===== config.mk =====
export PLATFORM = sky130hd
export DESIGN_NAME = lru_key_value_cache
export DESIGN_NICKNAME = d
export VERILOG_FILES = /design/src/design/lkv_pkg.sv /design/src/design/lkv_entry_ram.sv /design/src/design/lkv_ctrl.sv /design/src/design/lru_key_value_cache.sv
export SDC_FILE = /design/constraint.sdc
export NUM_CORES = 2
export LEC_CHECK = 0
export BUFFER_PORTS_ARGS = -buffer_cell sky130_fd_sc_hd__buf_2
export CORE_MARGIN = 5
export CORE_UTILIZATION = 50
export CTS_BUF_LIST = sky130_fd_sc_hd__clkbuf_2 sky130_fd_sc_hd__clkbuf_4 sky130_fd_sc_hd__clkbuf_8
export DETAILED_ROUTE_END_ITERATION = 8
export PLACE_DENSITY = 0.66
export SLEW_MARGIN = 20
export SYNTH_ARGS = -nofsm -noshare
export SYNTH_HDL_FRONTEND = slang
export SYNTH_SLANG_ARGS = --single-unit

===== constraint.sdc =====
create_clock -name clk -period 8.55 [get_ports clk]
set_input_delay 2.1375 -clock clk [delete_from_list [all_inputs] [get_ports clk]]
set_output_delay 2.1375 -clock clk [all_outputs]
set_load 0.01 [all_outputs]

===== src/design/lkv_pkg.sv =====
// shared types and constants for the lru key-value cache
package lkv_pkg;

	localparam int ENTRIES = 16;
	localparam int IDX_W   = $clog2(ENTRIES);
	localparam int CNT_W   = $clog2(ENTRIES + 1);
	localparam int KEY_W   = 32;
	localparam int VAL_W   = 32;
	localparam int CAP_W   = 5;

	localparam logic [VAL_W-1:0] MISS_VALUE = '1;

	typedef logic [IDX_W-1:0] idx_t;

	typedef enum logic [1:0] {
		ST_IDLE,
		ST_SCAN,
		ST_DRAIN,
		ST_COMMIT
	} state_t;

	// one request as held during the scan
	typedef struct packed {
		logic             mode;
		logic [KEY_W-1:0] key;
		logic [VAL_W-1:0] value;
	} req_t;

	typedef struct packed {
		logic             hit;
		logic [VAL_W-1:0] read_value;
		logic             evicted;
		logic [KEY_W-1:0] evicted_key;
	} result_t;

	typedef struct packed {
		logic             en;
		idx_t             addr;
		logic [KEY_W-1:0] key;
		logic [VAL_W-1:0] value;
	} ram_wr_t;

	typedef struct packed {
		logic             en;
		idx_t             addr;
	} ram_rd_t;

endpackage


===== src/design/lkv_entry_ram.sv =====
// key and value storage, one write port and one registered read port
module lkv_entry_ram
	import lkv_pkg::*;
(
	input  logic             clk,
	input  ram_wr_t          wr,
	input  ram_rd_t          rd,
	output logic [KEY_W-1:0] rd_key,
	output logic [VAL_W-1:0] rd_value
);

	logic [KEY_W+VAL_W-1:0] mem_q [ENTRIES];
	logic [KEY_W+VAL_W-1:0] rd_data_q;

	always_ff @(posedge clk) begin
		if (wr.en) begin
			mem_q[wr.addr] <= {wr.key, wr.value};
		end
		if (rd.en) begin
			rd_data_q <= mem_q[rd.addr];
		end
	end

	assign rd_key   = rd_data_q[KEY_W+VAL_W-1:VAL_W];
	assign rd_value = rd_data_q[VAL_W-1:0];

endmodule


===== src/design/lkv_ctrl.sv =====
// request sequencer: entry scan, valid and recency state, commit of one request
module lkv_ctrl
	import lkv_pkg::*;
(
	input  logic             clk,
	input  logic             arst_n,
	input  logic             req_valid,
	output logic             req_ready,
	input  req_t             req,
	input  logic [CAP_W-1:0] capacity,
	input  logic             out_free,
	output logic             commit,
	output result_t          result,
	output ram_wr_t          ram_wr,
	output ram_rd_t          ram_rd,
	input  logic [KEY_W-1:0] rd_key,
	input  logic [VAL_W-1:0] rd_value
);

	state_t state_q, state_d;

	req_t             req_q;
	idx_t             addr_q;
	logic             proc_s1;
	idx_t             idx_s1;
	logic             valid_q [ENTRIES];
	idx_t             rank_q  [ENTRIES];
	logic [CNT_W-1:0] fill_q;

	// scan trackers
	logic             found_q;
	idx_t             found_idx_q;
	idx_t             found_rank_q;
	logic [VAL_W-1:0] found_val_q;
	logic             vic_any_q;
	idx_t             vic_idx_q;
	idx_t             vic_rank_q;
	logic [KEY_W-1:0] vic_key_q;
	logic             free_any_q;
	idx_t             free_idx_q;

	logic             scan_last;
	logic             start;
	logic             ent_valid;
	idx_t             ent_rank;
	logic             do_evict;
	logic             set_miss;
	idx_t             slot;
	logic             valid_d [ENTRIES];
	idx_t             rank_d  [ENTRIES];

	assign scan_last = (addr_q == idx_t'(ENTRIES - 1));

	// next state
	always_comb begin
		state_d = state_q;
		case (state_q)
			ST_IDLE:   if (req_valid) state_d = ST_SCAN;
			ST_SCAN:   if (scan_last) state_d = ST_DRAIN;
			ST_DRAIN:  state_d = ST_COMMIT;
			ST_COMMIT: if (out_free) state_d = ST_IDLE;
			default:   state_d = ST_IDLE;
		endcase
	end

	// outputs of the sequencer
	always_comb begin
		req_ready   = 1'b0;
		ram_rd.en   = 1'b0;
		ram_rd.addr = addr_q;
		commit      = 1'b0;
		case (state_q)
			ST_IDLE:   req_ready = 1'b1;
			ST_SCAN:   ram_rd.en = 1'b1;
			ST_DRAIN:  ;
			ST_COMMIT: commit = out_free;
			default:   ;
		endcase
	end

	assign start       = req_valid && req_ready;
	assign ent_valid   = valid_q[idx_s1];
	assign ent_rank    = rank_q[idx_s1];

	always_ff @(posedge clk or negedge arst_n) begin
		if (!arst_n) begin
			state_q <= ST_IDLE;
			proc_s1 <= 1'b0;
			addr_q  <= '0;
		end else begin
			state_q <= state_d;
			proc_s1 <= ram_rd.en;
			if (start) begin
				addr_q <= '0;
			end else if (ram_rd.en) begin
				addr_q <= addr_q + idx_t'(1);
			end
		end
	end

	always_ff @(posedge clk) begin
		idx_s1 <= addr_q;
		if (start) begin
			req_q <= req;
		end
	end

	// compare each entry as its read data returns
	always_ff @(posedge clk or negedge arst_n) begin
		if (!arst_n) begin
			found_q    <= 1'b0;
			vic_any_q  <= 1'b0;
			free_any_q <= 1'b0;
		end else if (start) begin
			found_q    <= 1'b0;
			vic_any_q  <= 1'b0;
			free_any_q <= 1'b0;
		end else if (proc_s1) begin
			if (ent_valid && rd_key == req_q.key && !found_q) begin
				found_q <= 1'b1;
			end
			if (ent_valid && (!vic_any_q || ent_rank > vic_rank_q)) begin
				vic_any_q <= 1'b1;
			end
			if (!ent_valid) begin
				free_any_q <= 1'b1;
			end
		end
	end

	always_ff @(posedge clk) begin
		if (proc_s1) begin
			if (ent_valid && rd_key == req_q.key && !found_q) begin
				found_idx_q  <= idx_s1;
				found_rank_q <= ent_rank;
				found_val_q  <= rd_value;
			end
			if (ent_valid && (!vic_any_q || ent_rank > vic_rank_q)) begin
				vic_idx_q  <= idx_s1;
				vic_rank_q <= ent_rank;
				vic_key_q  <= rd_key;
			end
			if (!ent_valid && !free_any_q) begin
				free_idx_q <= idx_s1;
			end
		end
	end

	// decision at commit
	assign set_miss = req_q.mode && !found_q;
	assign do_evict = set_miss && vic_any_q && (fill_q >= CNT_W'(capacity));

	always_comb begin
		if (free_any_q) begin
			slot = (do_evict && vic_idx_q < free_idx_q) ? vic_idx_q : free_idx_q;
		end else begin
			slot = vic_idx_q;
		end
	end

	always_comb begin
		result.hit         = found_q;
		result.read_value  = req_q.mode ? req_q.value : (found_q ? found_val_q : MISS_VALUE);
		result.evicted     = do_evict;
		result.evicted_key = do_evict ? vic_key_q : '0;
	end

	always_comb begin
		ram_wr.en    = commit && req_q.mode;
		ram_wr.addr  = found_q ? found_idx_q : slot;
		ram_wr.key   = req_q.key;
		ram_wr.value = req_q.value;
	end

	// per-entry valid and recency update
	always_comb begin
		for (int i = 0; i < ENTRIES; i++) begin
			valid_d[i] = valid_q[i];
			rank_d[i]  = rank_q[i];
			if (found_q) begin
				if (idx_t'(i) == found_idx_q) begin
					rank_d[i] = '0;
				end else if (valid_q[i] && rank_q[i] < found_rank_q) begin
					rank_d[i] = rank_q[i] + idx_t'(1);
				end
			end else if (set_miss) begin
				if (idx_t'(i) == slot) begin
					valid_d[i] = 1'b1;
					rank_d[i]  = '0;
				end else if (do_evict && idx_t'(i) == vic_idx_q) begin
					valid_d[i] = 1'b0;
					rank_d[i]  = '0;
				end else if (valid_q[i]) begin
					rank_d[i] = rank_q[i] + idx_t'(1);
				end
			end
		end
	end

	always_ff @(posedge clk or negedge arst_n) begin
		if (!arst_n) begin
			fill_q <= '0;
			for (int i = 0; i < ENTRIES; i++) begin
				valid_q[i] <= 1'b0;
				rank_q[i]  <= '0;
			end
		end else if (commit) begin
			if (set_miss && !do_evict) begin
				fill_q <= fill_q + CNT_W'(1);
			end
			for (int i = 0; i < ENTRIES; i++) begin
				valid_q[i] <= valid_d[i];
				rank_q[i]  <= rank_d[i];
			end
		end
	end

endmodule


===== src/design/lru_key_value_cache.sv =====
// lru key-value cache top level: stream ports, capacity register, result register
//
// requests enter on the s_ side: s_tuser is the mode (0 get, 1 set), s_tdata holds
// key in bits 31:0 and value in bits 63:32. results leave on the m_ side, one per
// request, in request order: m_tuser holds hit (bit 0) and evicted (bit 1), m_tdata
// holds read_value in bits 31:0 and evicted_key in bits 63:32.
// the capacity register (1..16 entries, 0 acts as 1, larger values as 16) is written
// through cfg_valid/cfg_ready/cfg_data; the user must do so only while no request is
// in flight, as the block itself does not enforce it. each request scans all 16
// entries of the key/value memory, one read per cycle, then passes the drain state
// and commits its update in the commit state, which loads the result register. a new
// request is taken only after the previous one has committed.
// a finished result waits in the output register while the next request is already
// scanning; if m_tready stays low the next request holds before its commit.
// reset clears all entries to invalid, empties the cache and sets capacity to 16.
module lru_key_value_cache
	import lkv_pkg::*;
(
	input  logic                   clk,
	input  logic                   arst_n,
	input  logic                   s_tvalid,
	output logic                   s_tready,
	input  logic [KEY_W+VAL_W-1:0] s_tdata,   // key, value
	input  logic                   s_tuser,   // mode
	output logic                   m_tvalid,
	input  logic                   m_tready,
	output logic [VAL_W+KEY_W-1:0] m_tdata,   // read_value, evicted_key
	output logic [1:0]             m_tuser,   // hit, evicted
	input  logic                   cfg_valid,
	output logic                   cfg_ready,
	input  logic [CAP_W-1:0]       cfg_data
);

	logic [CAP_W-1:0] active_q;
	logic [CAP_W-1:0] capacity;
	logic             out_free;
	logic             commit;
	result_t          result;
	result_t          out_q;
	logic             m_tvalid_q;
	req_t             req;
	ram_wr_t          ram_wr;
	ram_rd_t          ram_rd;
	logic [KEY_W-1:0] rd_key;
	logic [VAL_W-1:0] rd_value;

	assign cfg_ready = 1'b1;

	always_ff @(posedge clk or negedge arst_n) begin
		if (!arst_n) begin
			active_q <= CAP_W'(ENTRIES);
		end else if (cfg_valid && cfg_ready) begin
			active_q <= cfg_data;
		end
	end

	always_comb begin
		if (active_q == '0) begin
			capacity = CAP_W'(1);
		end else if (active_q > CAP_W'(ENTRIES)) begin
			capacity = CAP_W'(ENTRIES);
		end else begin
			capacity = active_q;
		end
	end

	assign req.mode  = s_tuser;
	assign req.key   = s_tdata[KEY_W-1:0];
	assign req.value = s_tdata[KEY_W+VAL_W-1:KEY_W];

	lkv_ctrl u_ctrl (
		.clk       (clk),
		.arst_n    (arst_n),
		.req_valid (s_tvalid),
		.req_ready (s_tready),
		.req       (req),
		.capacity  (capacity),
		.out_free  (out_free),
		.commit    (commit),
		.result    (result),
		.ram_wr    (ram_wr),
		.ram_rd    (ram_rd),
		.rd_key    (rd_key),
		.rd_value  (rd_value)
	);

	lkv_entry_ram u_ram (
		.clk      (clk),
		.wr       (ram_wr),
		.rd       (ram_rd),
		.rd_key   (rd_key),
		.rd_value (rd_value)
	);

	assign out_free = !m_tvalid_q || m_tready;

	always_ff @(posedge clk or negedge arst_n) begin
		if (!arst_n) begin
			m_tvalid_q <= 1'b0;
		end else if (commit) begin
			m_tvalid_q <= 1'b1;
		end else if (m_tready) begin
			m_tvalid_q <= 1'b0;
		end
	end

	always_ff @(posedge clk) begin
		if (commit) begin
			out_q <= result;
		end
	end

	assign m_tvalid = m_tvalid_q;
	assign m_tdata  = {out_q.evicted_key, out_q.read_value};
	assign m_tuser  = {out_q.evicted, out_q.hit};

endmodule

After elaboration in Yosys (flattened, before gate mapping)
Memories as Yosys holds them, arrays and structs flattened. A register that Yosys moved wholly into a read port is not among the register bits.
Index checks and enable logic that the tools add are counted.
{"block": "op_classes", "n_lt_le_gt_ge": 21, "addsub": 18, "n_mux": 179, "n_bitwise": 2, "eq_ne": 70, "n_reduce_logical": 134}
{"cell": "$mux W4", "n": 119}
{"cell": "$reduce_and A4 Y1", "n": 32}
{"cell": "$eq A4 B4 Y1 const A", "n": 24}
{"cell": "$add A4 B1 Y4 const B", "n": 17}
{"cell": "$lt A4 B4 Y1", "n": 17}
{"cell": "$mux W32", "n": 2}
{"cell": "$reduce_bool A4 Y1", "n": 16}
{"cell": "$mux W1", "n": 50}
{"cell": "$eq A3 B4 Y1 const A", "n": 12}
{"cell": "$ne A3 B3 Y1 const B", "n": 16}
{"cell": "$reduce_bool A2 Y1", "n": 22}
{"cell": "$logic_and A1 B1 Y1", "n": 43}
{"cell": "$eq A32 B32 Y1", "n": 1}
{"cell": "$eq A2 B4 Y1 const A", "n": 6}
{"cell": "$bmux W4 S4", "n": 1}
{"cell": "$reduce_and A2 Y1", "n": 7}
{"cell": "$eq A1 B4 Y1 const A", "n": 3}
{"cell": "$logic_not A4 Y1", "n": 3}
{"cell": "$mux W5", "n": 2}
{"cell": "$pmux W2 S4", "n": 1}
{"cell": "$logic_not A1 Y1", "n": 6}
{"cell": "$mux W2", "n": 3}
{"cell": "$ne A2 B1 Y1 const B", "n": 3}
{"cell": "$add A5 B1 Y5 const B", "n": 1}
{"cell": "15 further kinds", "n": 17}
{"block": "word_totals", "regBits": 320, "in_bits": 75, "mem_bits_rw": 1024, "elab_cells": 481, "memories": 1, "out_inout_bits": 69}
{"memory": "u_ram.mem_q", "depth": 16, "word_bits": 64, "rd": 1, "rd_ports_with_merged_regs": 1, "wr": 1, "line": "lkv_entry_ram.sv:12", "text": "logic [KEY_W+VAL_W-1:0] mem_q [ENTRIES];"}

Depth between registers and ports, before layout
{"block": "logic_depth", "depth_word": 12, "depth_mapped": 12, "ltp_nobuf": 11}

Cells and area by module
A second synthesis with hierarchy kept.
{"block": "hier_totals", "cells_unflattened": 3007, "hier_area_um2": 56379.1}
{"module": "lkv_entry_ram", "n_inst": 1, "cells_each": 1647, "area_per_inst_um2": 40222.3, "seq_area_each_um2": 32671.3}
{"module": "lkv_ctrl", "n_inst": 1, "cells_each": 1271, "area_per_inst_um2": 13908.3, "seq_area_each_um2": 6931.6}
{"module": "lru_key_value_cache", "n_inst": 1, "cells_each": 89, "area_per_inst_um2": 2248.4, "seq_area_each_um2": 2133.3}

Worst setup path after synthesis
No wires, ideal clock.
{"block": "synth_path", "kind": "input to register", "from": "input port m_tready", "to": "memory u_ram.mem_q[13][0] (netlist bit), enable pin", "path_slack_ns": -0.987, "required_ns": 7.985, "cell_stages": 6, "arrival_time_ns": 8.972, "setup_ns": 0.565, "path_buffers": 0, "path_cell_list": "nand2b_1 -> and2_1 -> nand2_1 -> a21oi_1 -> o21ai_0 -> nor3_1"}
{"block": "synth_between", "elab_chain_cells": 5}
{"item": "from (decl)", "line": "lru_key_value_cache.sv:26", "text": "input logic m_tready,"}
{"item": "$logic_or A1 B1 Y1", "line": "lru_key_value_cache.sv:95", "text": "assign out_free = !m_tvalid_q || m_tready;"}
{"item": "$mux W1", "line": "lkv_ctrl.sv:72", "text": "case (state_q)"}
{"item": "via commit", "line": "lru_key_value_cache.sv:37", "text": "logic commit;"}
{"item": "$logic_and A1 B1 Y1", "line": "lkv_ctrl.sv:169", "text": "ram_wr.en = commit && req_q.mode;"}
{"item": "$mux W1", "line": "lkv_entry_ram.sv:16", "text": "if (wr.en) begin"}
{"item": "$mux W1 (not written as such)", "line": "lkv_entry_ram.sv:17", "text": "mem_q[wr.addr] <= {wr.key, wr.value};"}
{"item": "to (decl)", "line": "lkv_entry_ram.sv:12"}
The timed path passes the listed nets, and every way through them passes these cells.

Worst setup path in the final report
{"block": "layout_path", "from": "register active_q[1]", "to": "memory u_ram.mem_q[7][52] (netlist bit), enable pin"}
{"block": "layout_between", "elab_chain_cells": 9, "word_cells_on_any_way": 10, "cone_classes": "order compare: 2; mux: 5; reduce/logical: 3"}
{"item": "from (decl)", "line": "lru_key_value_cache.sv:34", "text": "logic [CAP_W-1:0] active_q;"}
{"item": "from (signal assigned)", "line": "lru_key_value_cache.sv:51", "text": "active_q <= CAP_W'(ENTRIES);"}
{"item": "from (signal assigned)", "line": "lru_key_value_cache.sv:53", "text": "active_q <= cfg_data;"}
{"item": "$gt A5 B5 Y1", "line": "lru_key_value_cache.sv:60", "text": "end else if (active_q > CAP_W'(ENTRIES)) begin"}
{"item": "$mux W5", "line": "lru_key_value_cache.sv:60"}
{"item": "$mux W5 (*)", "line": "lru_key_value_cache.sv:58", "text": "if (active_q == '0) begin"}
{"item": "$ge A5 B5 Y1 (*)", "line": "lkv_ctrl.sv:151", "text": "assign do_evict = set_miss && vic_any_q && (fill_q >= CNT_W'(capacity));"}
{"item": "$logic_and A1 B1 Y1 (*)", "line": "lkv_ctrl.sv:151"}
{"item": "$logic_and A1 B1 Y1 (*)", "line": "lkv_ctrl.sv:155", "text": "slot = (do_evict && vic_idx_q < free_idx_q) ? vic_idx_q : free_idx_q;"}
{"item": "$mux W4 (*)", "line": "lkv_ctrl.sv:155"}
{"item": "$mux W4 (*)", "line": "lkv_ctrl.sv:154", "text": "if (free_any_q) begin"}
{"item": "$mux W4 (*)", "line": "lkv_ctrl.sv:170", "text": "ram_wr.addr = found_q ? found_idx_q : slot;"}
Mark *: on every way between the ends. The rest lies on a longest branch, timed or not.

==> impl_metrics.csv <==
group,metric,value,unit
sta,finalCriticalPeriod,5190,ps
sta,worst_pin_slew,1170,ps
floorplanning,rows,122,
sta,slew_headroom,21.3,%
clock_tree,cts_max_level,4,
drt,drtIter0Drc,2777,
pwr,power,18.9,mW
placed_design,gp_congestion,0.855,
grt,grt_pass1_vias,29374,
clock_tree,cts_buffers,218,
drt,drc,0,
grt,grt_overflow,0,
grt,grt_use_total,21.7,%
clock_tree,postCtsSetupRepairBufs,0,
layout,num-fill-cells,8130,
floorplanning,die_area,118000,µm²
sta,setup-violations-final,0,
synth,syn_nets,2895,
sta,hold_ws,406,ps
synth,ys_warn_count,0,
worst_hold_path,hold_class,"flip-flop to flip-flop",
drt,wl_per_cell,27.1,µm
setup_path,critPathArrivalTime,5670,ps
setup_path,required,9030,ps
drt,viasPerCell,5.91,
floorplanning,start_util,50.4,%
pwr,p_leak,21.1,nW
pwr,powerDensity,300,nW/µm²
pwr,peakVddDrop,219,µV
clock_tree,cts_buffer_depth,3,
drt,drtPass1Iterations,7,
synth,synth_edf_count,1303,
layout,fin_nets,3194,
synth,yosysTopAreaCell,"edfxtp_1",
grt,grt_max_degree,134,
sta,skew,45.7,ps
run_status,status,"finished clean",
setup_path,crit_path_end,"u_ram.mem_q[7][52]",
clock_tree,clk_pin_slew_worst_paths,60,ps
synth,synth_flop_cell,"edfxtp_1",
sta,slew_viol_final,0,
clock_tree,cts_resized,0,
setup_path,end_kind,"flip-flop",
setup_path,start_kind,"flip-flop",
setup_path,slowest_delay,790,ps
clock_tree,clock_latency,890,ps
setup_path,cp_num_buf_inv,1,
synth,syn_area,55800,µm²
synth,synth_top_area_share,70.2,%
synth,synthCells,2738,
flow_run,max_cap_violations,0,
sta,rsz0062_at_grt,"false",
drt,antenna_left,0,
synth,async_reset_ff_share,7.17,%
clock_tree,cts_sinks,1408,
clock_tree,holdBufCountCts,0,
setup_path,r2r_end,"u_ram.mem_q[7][52]",
placed_design,dp_hpwl,72.4,mm
synth,yosys_register_bits,1408,
synth,syn_avg_cell_area,20.4,µm²
setup_path,crit_fanout,44,
setup_path,crit_start,"active_q[1]",
setup_path,timing.rr.start,"active_q[1]",
grt,antenna_found_initial,4,
setup_path,r2r_slack,3360,ps
synth,synth_area_leaders,"edfxtp_1, mux4_2, dfrtp_1, ha_1, xor2_1",
synth,seq_area_frac_synth,74.9,%
setup_path,crit_top_cell,"nor2_1",
sta,period_share,60.7,%
setup_path,critical_path_depth,12,
placed_design,portBuffers,142,
sta,finalHoldViolCount,0,
synth,yosysUniqueCellTypes,79,
clock_tree,clockRootBuffer,"clkbuf_8",
setup_path,r2r_cells,12,
drt,wirelength,128,mm
setup_path,path_cells,"nor3_1 > nor2_1 > nor2_1 > ha_1 > nand2b_1 > a31oi_2 > o21a_1 > o21ai_0 > a31oi_1 > nand3_1 > nor2_4 > buf_4",
drt,vias,27759,
setup_path,crit_type,"flip-flop to flip-flop",
floorplanning,core_area,111000,µm²
clock_tree,cts_tree,"yes",
setup_path,cp_top_family,"simple AND/OR/NAND/NOR gates",
setup_path,slowest_stage,"buf_4",
floorplanning,die_y,344,µm
floorplanning,die_x,344,µm
floorplanning,io-pin-count,144,
layout,layout-drive-gt1-share,29.5,%
grt,grt_pass1_wl,190,mm
layout,areaGrowthSynthToFinish,12.8,%
sta,fmax,0.193,GHz
==> flip-flops by register name (all words and copies together), names as in the netlist, 2 cells and up <==
| name | flops |
|---|---|
| active_q | 5 |
| u_ctrl.addr_q | 4 |
| u_ctrl.valid_q | 16 |
| u_ctrl.found_idx_q | 4 |
| u_ctrl.state_q | 2 |
| u_ram.rd_data_q | 64 |
| u_ctrl.ram_wr | 64 |
| u_ctrl.found_rank_q | 4 |
| u_ctrl.vic_key_q | 32 |
| m_tuser | 2 |
| u_ctrl.idx_s1 | 4 |
| u_ctrl.found_val_q | 32 |
| u_ctrl.vic_idx_q | 4 |
| m_tdata | 64 |
| u_ctrl.fill_q | 5 |
| u_ram.mem_q | 1024 |
| u_ctrl.rank_q | 64 |
| u_ctrl.free_idx_q | 4 |
| u_ctrl.vic_rank_q | 4 |
==> cells in the final DEF, fill, tap and decap left out, types with 7 or more instances in the layout <==
| cell type | n |
|---|---|
| a21o_1 | 32 |
| a21oi_1 | 73 |
| a31oi_1 | 9 |
| and2_1 | 45 |
| and3_1 | 17 |
| buf_2 | 141 |
| buf_4 | 36 |
| clkbuf_4 | 86 |
| clkbuf_8 | 230 |
| clkinv_1 | 38 |
| clkinv_2 | 19 |
| dfrtp_1 | 95 |
| edfxtp_1 | 1303 |
| ha_1 | 81 |
| inv_1 | 65 |
| mux2i_1 | 16 |
| mux4_2 | 345 |
| nand2_1 | 54 |
| nand2b_1 | 31 |
| nand3_1 | 16 |
| nand4_1 | 10 |
| nor2_1 | 105 |
| nor2_4 | 16 |
| nor3_1 | 23 |
| nor4_1 | 9 |
| o211ai_1 | 23 |
| o21ai_0 | 65 |
| o21ai_1 | 13 |
| or4_1 | 7 |
| xnor2_1 | 11 |
| xor2_1 | 61 |
==> routing by layer <==
layer / up-vias / share of wire, % / global-route usage, %
li1: 11813 / - / -
met1: 14651 / 41 / 29.9
met5: - / 0 / 0
met4: 0 / 2.1 / 6.05
met2: 1084 / 50 / 36.1
met3: 211 / 6.3 / 3.97
==> worst min-delay path by stage <==
stage | startpoint | slack [ps] | cells past startpoint | to
final | u_ram.rd_data_q[12] | 410 | 0 | u_ctrl.found_val_q[12]
after global routing | u_ram.rd_data_q[12] | 410 | 0 | u_ctrl.found_val_q[12]
after CTS | u_ram.rd_data_q[18] | 410 | 0 | u_ctrl.found_val_q[18]
after detailed placement | u_ram.rd_data_q[12] | 400 | 0 | u_ctrl.found_val_q[12]
after global placement | u_ram.rd_data_q[1] | 400 | 0 | u_ctrl.found_val_q[1]
after floorplan | u_ctrl.addr_q[1] | 370 | 0 | u_ctrl.idx_s1[1]
==> area by class of cell <==
type | count | area (µm²) | area share [%]
clock buffers | 316 | 3810 | 6.06
diodes | 1 | 2.50 | 0.00398
inverters | 67 | 251 | 0.400
repair buffers | 187 | 1180 | 1.88
flip-flops and latches | 1408 | 41800 | 66.4
multi-input cells | 1155 | 13500 | 21.4
well taps | 1488 | 1860 | 2.96
clock inverters | 75 | 579 | 0.921
==> synth_stat cells (16+ instances only) <==
cell type / instances
edfxtp_1: 1303
mux4_2: 345
nor2_1: 120
dfrtp_1: 100
ha_1: 82
a21oi_1: 74
o21ai_0: 66
inv_1: 65
xor2_1: 61
clkbuf_1: 58
nand2_1: 54
and2_1: 47
buf_2: 35
a21o_1: 32
nand2b_1: 31
nor3_1: 25
o211ai_1: 23
and3_1: 17
mux2i_1: 16
nand3_1: 16
==> where the power goes <==
group / total (mW) / internal [mW] / switching, mW
clock: 5.60 / 3.05 / 2.56
combinational: 3.97 / 1.90 / 2.07
sequential: 9.29 / 8.54 / 0.749
==> cells by family (layout without fill, tap and decap cells) <==
group           after synthesis  count (layout)  share of synthesized area, %
simple gates                360             360                          3.33
xor+xnor                     72              72                          1.13
fa+ha+maj                    82              82                          1.84
other cells                   1               2                       0.00673
compound gates              274             274                          3.22
flops                      1408            1408                          74.9
buf+inv                     175             645                          1.29
mux                         366             366                          14.3
==> stage by stage <==
| step | util, % | cells | worst slack [ps] | instance area, µm² | TNS, ps |
|---|---|---|---|---|---|
| after floorplan | - | 2738 | -987 | 55800 | -126330 |
| after global placement | 52.7 | 4300 | 2650 | 58400 | 0 |
| after detailed placement | 52.8 | 4302 | 2510 | 58400 | 0 |
| after CTS | 56.8 | 4693 | 3360 | 62800 | 0 |
| after global routing | 56.8 | 4697 | 3150 | 62900 | 0 |
| final | 56.8 | 4697 | 3360 | 62900 | 0 |
Power figures use the tool's default switching activity.
